===== src/rtl/lip_pkg.sv =====
package lip_pkg;

	// widths of the exact integer terms
	localparam int COORD_W = 16;
	localparam int AB_W    = 17;
	localparam int C_W     = 34;
	localparam int DET_W   = 35;
	localparam int PROD_W  = 51;
	localparam int NUM_W   = 52;
	localparam int QUOT_W  = 32;

	localparam logic signed [QUOT_W-1:0] Q_MAX = 32'sh7fff_ffff;
	localparam logic signed [QUOT_W-1:0] Q_MIN = 32'sh8000_0000;

	// one input item: two lines by their endpoints
	typedef struct packed {
		logic signed [COORD_W-1:0] first_start_x;
		logic signed [COORD_W-1:0] first_start_y;
		logic signed [COORD_W-1:0] first_end_x;
		logic signed [COORD_W-1:0] first_end_y;
		logic signed [COORD_W-1:0] second_start_x;
		logic signed [COORD_W-1:0] second_start_y;
		logic signed [COORD_W-1:0] second_end_x;
		logic signed [COORD_W-1:0] second_end_y;
	} lip_in_t;

	// one result item
	typedef struct packed {
		logic signed [QUOT_W-1:0] cross_x;
		logic signed [QUOT_W-1:0] cross_y;
		logic                     parallel;
		logic                     overflow;
	} lip_out_t;

	// control carried along the divider chain
	typedef struct packed {
		logic valid;
		logic par;
		logic neg_x;
		logic neg_y;
		logic ovf_x;
		logic ovf_y;
	} lip_ctl_t;

endpackage


===== src/rtl/lip_cell.sv =====
module lip_cell #(
	parameter int CW = 68,
	parameter int BIT = 31
) (
	input  logic                              clk,
	input  logic                              arst_n,
	input  logic                              en,
	input  lip_pkg::lip_ctl_t                 ctl_in,
	input  logic [CW-1:0]                     dvs_in,
	input  logic [CW-1:0]                     rem_x_in,
	input  logic [CW-1:0]                     rem_y_in,
	input  logic [lip_pkg::QUOT_W-1:0]        q_x_in,
	input  logic [lip_pkg::QUOT_W-1:0]        q_y_in,
	output lip_pkg::lip_ctl_t                 ctl_out,
	output logic [CW-1:0]                     dvs_out,
	output logic [CW-1:0]                     rem_x_out,
	output logic [CW-1:0]                     rem_y_out,
	output logic [lip_pkg::QUOT_W-1:0]        q_x_out,
	output logic [lip_pkg::QUOT_W-1:0]        q_y_out
);

	logic [CW-1:0] shifted;
	logic          fit_x, fit_y;
	logic [lip_pkg::QUOT_W-1:0] bit_mask;

	// one restoring step for each coordinate
	always_comb begin
		shifted  = dvs_in << BIT;
		fit_x    = (rem_x_in >= shifted);
		fit_y    = (rem_y_in >= shifted);
		bit_mask = lip_pkg::QUOT_W'(1) << BIT;
	end

	always_ff @(posedge clk or negedge arst_n) begin
		if (!arst_n) begin
			ctl_out <= '0;
		end else if (en) begin
			ctl_out <= ctl_in;
		end
	end

	always_ff @(posedge clk) begin
		if (en) begin
			dvs_out   <= dvs_in;
			rem_x_out <= fit_x ? (rem_x_in - shifted) : rem_x_in;
			rem_y_out <= fit_y ? (rem_y_in - shifted) : rem_y_in;
			q_x_out   <= fit_x ? (q_x_in | bit_mask) : q_x_in;
			q_y_out   <= fit_y ? (q_y_in | bit_mask) : q_y_in;
		end
	end

endmodule


===== config.mk =====
export PLATFORM = sky130hd
export DESIGN_NAME = lip_cell
export DESIGN_NICKNAME = d
export VERILOG_FILES = /design/src/rtl/lip_pkg.sv /design/src/rtl/lip_cell.sv
export SDC_FILE = /design/constraint.sdc
export NUM_CORES = 1
export LEC_CHECK = 0
export BUFFER_PORTS_ARGS = -buffer_cell sky130_fd_sc_hd__buf_2
export CORE_AREA = 2 2 215 217
export DETAILED_ROUTE_END_ITERATION = 16
export DIE_AREA = 0 0 217 219
export PLACE_DENSITY_LB_ADDON = 0.12
export SYNTH_ARGS = -nofsm -noshare
export SYNTH_HDL_FRONTEND = slang
export SYNTH_SLANG_ARGS = --single-unit

===== constraint.sdc =====
create_clock -name clk -period 1 [get_ports clk]
set_input_delay 0.2 -clock clk [delete_from_list [all_inputs] [get_ports clk]]
set_output_delay 0.2 -clock clk [all_outputs]
set_load 0.005 [all_outputs]

==> flow_metrics.py <==
metrics = {
    "hold_path": {
        "hp-start": "rem_x_in[51]",
        "hold_class": "in2reg",
    },
    "placement": {
        "dpl_worst_slack_ns": -2.520,
        "place_area_um2": 20320,
        "dp_hpwl_um": 41680,
        "dp.cells": 2540,
        "portBuffers": 550,
        "globalplace.congestion": 0.8595,
    },
    "routing": {
        "wl_met3_um": 2961,
        "final_antenna_net_count": 0,
        "drt-pass1-iter-count": 5,
        "vias": 13420,
        "wl_met1_um": 21490,
        "top_layer_used": "met5",
        "vias_per_cell": 4.613,
        "drtIter0Drc": 632,
        "routed-wl-met2_um": 27960,
        "drc": 0,
        "wl_per_cell_um": 18.70,
        "wl_um": 54420,
    },
    "clock_tree": {
        "root_buffer": "clkbuf_16",
        "cts_buffers": 31,
        "clock_sinks": 274,
        "htree_levels": 1,
        "path_clk_slew_ns": 0.06,
        "cts_max_path_buffers": 3,
        "clkLatencyLatePin_ns": 0.57,
        "cts_tree": "done",
    },
    "power_and_ir_drop": {
        "power_density_nw_per_um2": 1406,
        "p_sw_mw": 9.692,
        "irDropWorstVdd_uv": 1347,
        "swShare_pct": 26.98,
        "power.leakage_nw": 11.38,
        "pwr-share-comb_pct": 29.9,
        "seqPwrFrac_pct": 39.7,
        "clockPowerShare_pct": 30.4,
        "p_int_mw": 26.23,
    },
    "critical_path": {
        "r2r_start": "ctl_out[3]",
        "cp-endpoint": "rem_x_out[49]",
        "crit_path_max_fanout": 8,
        "crit_required_ns": 1.34,
        "cp-startpoint": "dvs_in[18]",
        "end_kind": "flop",
        "reg2reg_to": "ctl_out[3]",
        "r2r_cells": 3,
        "startpoint_type": "primary input",
        "path_class": "in2reg",
        "critPathArrivalTime_ns": 2.76,
        "worst-r2r-setup-slack_ns": 0,
    },
    "floorplanning": {
        "initial_utilization_pct": 30.29,
        "io_pins": 551,
        "die_area_um2": 47520,
        "core.rowCount": 78,
        "coreArea_um2": 45090,
        "die_w_um": 217,
        "die_h_um": 219,
    },
    "synth": {
        "yosysTopAreaCell": "edfxtp_1",
        "synth_area_um2": 13660,
        "synth_cells": 1068,
        "ys_ff_latch": 274,
        "ys_seq_area_share_pct": 60.03,
        "synth_edf_count": 268,
        "syn_area_per_cell_um2": 12.79,
        "netlist.area_leader.share_pct": 58.93,
        "synthTopCellsByArea": "edfxtp_1 59%, ha_1 6.8%, mux2_2 3.7%",
        "yosys_warnings": 0,
        "synth_top_flop_cell": "edfxtp_1",
        "synthArstFlopShare_pct": 2.190,
        "synthDistinctLibCells": 71,
        "syn_nets": 1421,
    },
    "sta": {
        "finalCriticalPeriod_ns": 2.418,
        "timing.slew.headroom_pct": 63.68,
        "finalSetupTns_ns": -177.90,
        "fmax_mhz": 413.6,
        "hold_viol": 0,
        "fin_ws_ns": -1.418,
        "grt_setup_unrepaired": "true",
        "skew_ns": 0,
        "setup_viol": 350,
        "slew_viol_final": 0,
        "worstMarginPinSlew_ns": 0.5398,
        "fin_crit_sh_pct": 241.8,
    },
    "global_routing": {
        "grt_pass1_vias": 13910,
        "antenna_found_initial": 13,
        "grt_pass1_wl_um": 78530,
        "grt_usage_pct": 21.69,
        "grt_start_max_net_pins": 28,
        "grt-ovfl-total": 0,
    },
    "layout": {
        "drive_above_1_share_pct": 54.43,
        "nFillCells": 3874,
        "areaGrowthSynthToFinish_pct": 87.15,
        "stdcell_count": 2910,
        "fin_nets": 2632,
        "utilization_pct": 56.68,
        "final_area_um2": 25560,
    },
    "flow_run": {
        "cap_violations": 0,
    },
    "status": {
        "violations": "negative setup slack",
        "status": "complete, but fails checks",
    },
}
-- how the worst min path moves through the flow --
| stage | end | slack, ns | depth (start not counted) |
|---|---|---|---|
| 6_report | rem_x_out[51] | 0.01 | 3 |
| 5_1_grt | rem_y_out[52] | 0.009 | 2 |
| 4_1_cts | rem_x_out[54] | -0.06 | 2 |
| 3_5_place_dp | ctl_out[1] | 0.04 | 1 |
| 3_3_place_gp | ctl_out[1] | 0.04 | 1 |
| 2_1_floorplan | ctl_out[0] | -0.1 | 0 |
-- what timing repair did --
action                                 4_1_cts  5_1_grt
buffers inserted                            44       26
endpoints found under the hold margin      248        3
setup endpoints to repair                  350      350
hold buffers                               242        3
pin swaps                                   61       62
resized for setup                          178      142
cloned                                       5        1
-- power by group through the flow --
stage | Clock (mW) | Sequential [mW] | Combinational [mW]
6_report | 10.9 | 14.2 | 10.7
3_3_place_gp | 0 | 14.5 | 8.37
4_1_cts | 11.2 | 14.2 | 10.2
3_5_place_dp | 0 | 14.5 | 8.39
2_1_floorplan | 0 | 14.6 | 3.53
5_1_grt | 11.7 | 14.3 | 11.5
-- through the flow --
| step | power [mW] | hold WS [ns] |
|---|---|---|
| 3_5_place_dp | 22.85 | 0.03802 |
| 4_1_cts | 35.61 | -0.05648 |
| 5_1_grt | 37.54 | 0.009265 |
| 6_report | 35.92 | 0.01365 |
| 2_1_floorplan | 18.17 | -0.09559 |
| 3_3_place_gp | 22.82 | 0.03603 |
-- layer usage --
| metal | vias to the layer above | track usage [%] |
|---|---|---|
| li1 | 6495 | - |
| met1 | 6403 | 24.85 |
| met2 | 428 | 39.57 |
| met3 | 94 | 3.714 |
| met4 | 4 | 9.612 |
| met5 | - | 0 |
-- Yosys cell counts, types with 19 or more instances --
| master | number |
|---|---|
| a21o_1 | 33 |
| mux2_2 | 45 |
| a21oi_1 | 95 |
| nor2_1 | 78 |
| inv_1 | 59 |
| o21ai_0 | 43 |
| xnor2_1 | 38 |
| ha_1 | 74 |
| edfxtp_1 | 268 |
| nand4_1 | 19 |
| xor2_1 | 26 |
| nand2_1 | 53 |
-- registers in the layout (all words and copies together), names as in the netlist --
signal,flops
rem_x_out,68
q_x_out,32
q_y_out,32
rem_y_out,68
ctl_out,6
dvs_out,68
-- logic make-up after synthesis --
group | after synthesis | synth area share, %
mux | 55 | 4.481
buf+inv | 96 | 3.216
fa+ha+maj | 76 | 7.074
compound gates | 268 | 12.69
xor+xnor | 64 | 4.105
flops | 274 | 60.03
simple gates | 235 | 8.402
-- placed cells by master, fill, tap and decap left out, types with 7 or more instances in the layout --
cell type	Yosys	final
clkbuf_16	0	32
o21ai_1	2	9
ha_1	74	40
nor2_1	78	58
o21a_1	9	9
buf_2	6	523
inv_1	59	33
nand3_1	12	11
clkbuf_1	18	8
o211ai_1	11	11
nor3_1	10	9
buf_6	7	43
xor2_1	26	26
o21ai_2	0	10
a21oi_1	95	60
nand4_1	19	19
a21oi_2	0	30
nand2b_1	15	15
nor4_1	17	14
buf_4	5	366
nor2_2	0	18
buf_8	0	10
mux2_4	0	43
a21o_1	33	32
nand2_1	53	45
buf_12	0	24
o21ai_0	43	25
edfxtp_1	268	268
a211oi_1	9	7
o21bai_1	12	10
dlygate4sd3_1	0	245
ha_4	0	34
diode_2	0	8
xnor2_1	38	36
nand2_2	0	8
inv_2	0	13
-- area by class of cell --
cell class / instances / area (um2) / area share [%]
Multi-Input combinational cell: 698 / 6282 / 24.58
Tap cell: 600 / 750.7 / 2.938
Antenna cell: 8 / 20.02 / 0.07834
Inverter: 59 / 294.0 / 1.151
Clock inverter: 16 / 151.4 / 0.5924
Sequential cell: 274 / 8198 / 32.08
Timing Repair Buffer: 1215 / 9040 / 35.37
Clock buffer: 40 / 819.5 / 3.207
-- critical path: stages --
cell	delay (ns)
buf_2	0.10
inv_2	0.05
ha_4	0.26
and4_4	0.24
nand3_4	0.08
or4b_4	0.50
o311ai_4	0.11
a31oi_4	0.15
o211ai_2	0.23
a21o_2	0.22
buf_12	0.15
buf_12	0.15
mux2_4	0.30
(Power assumes the default switching activity.)
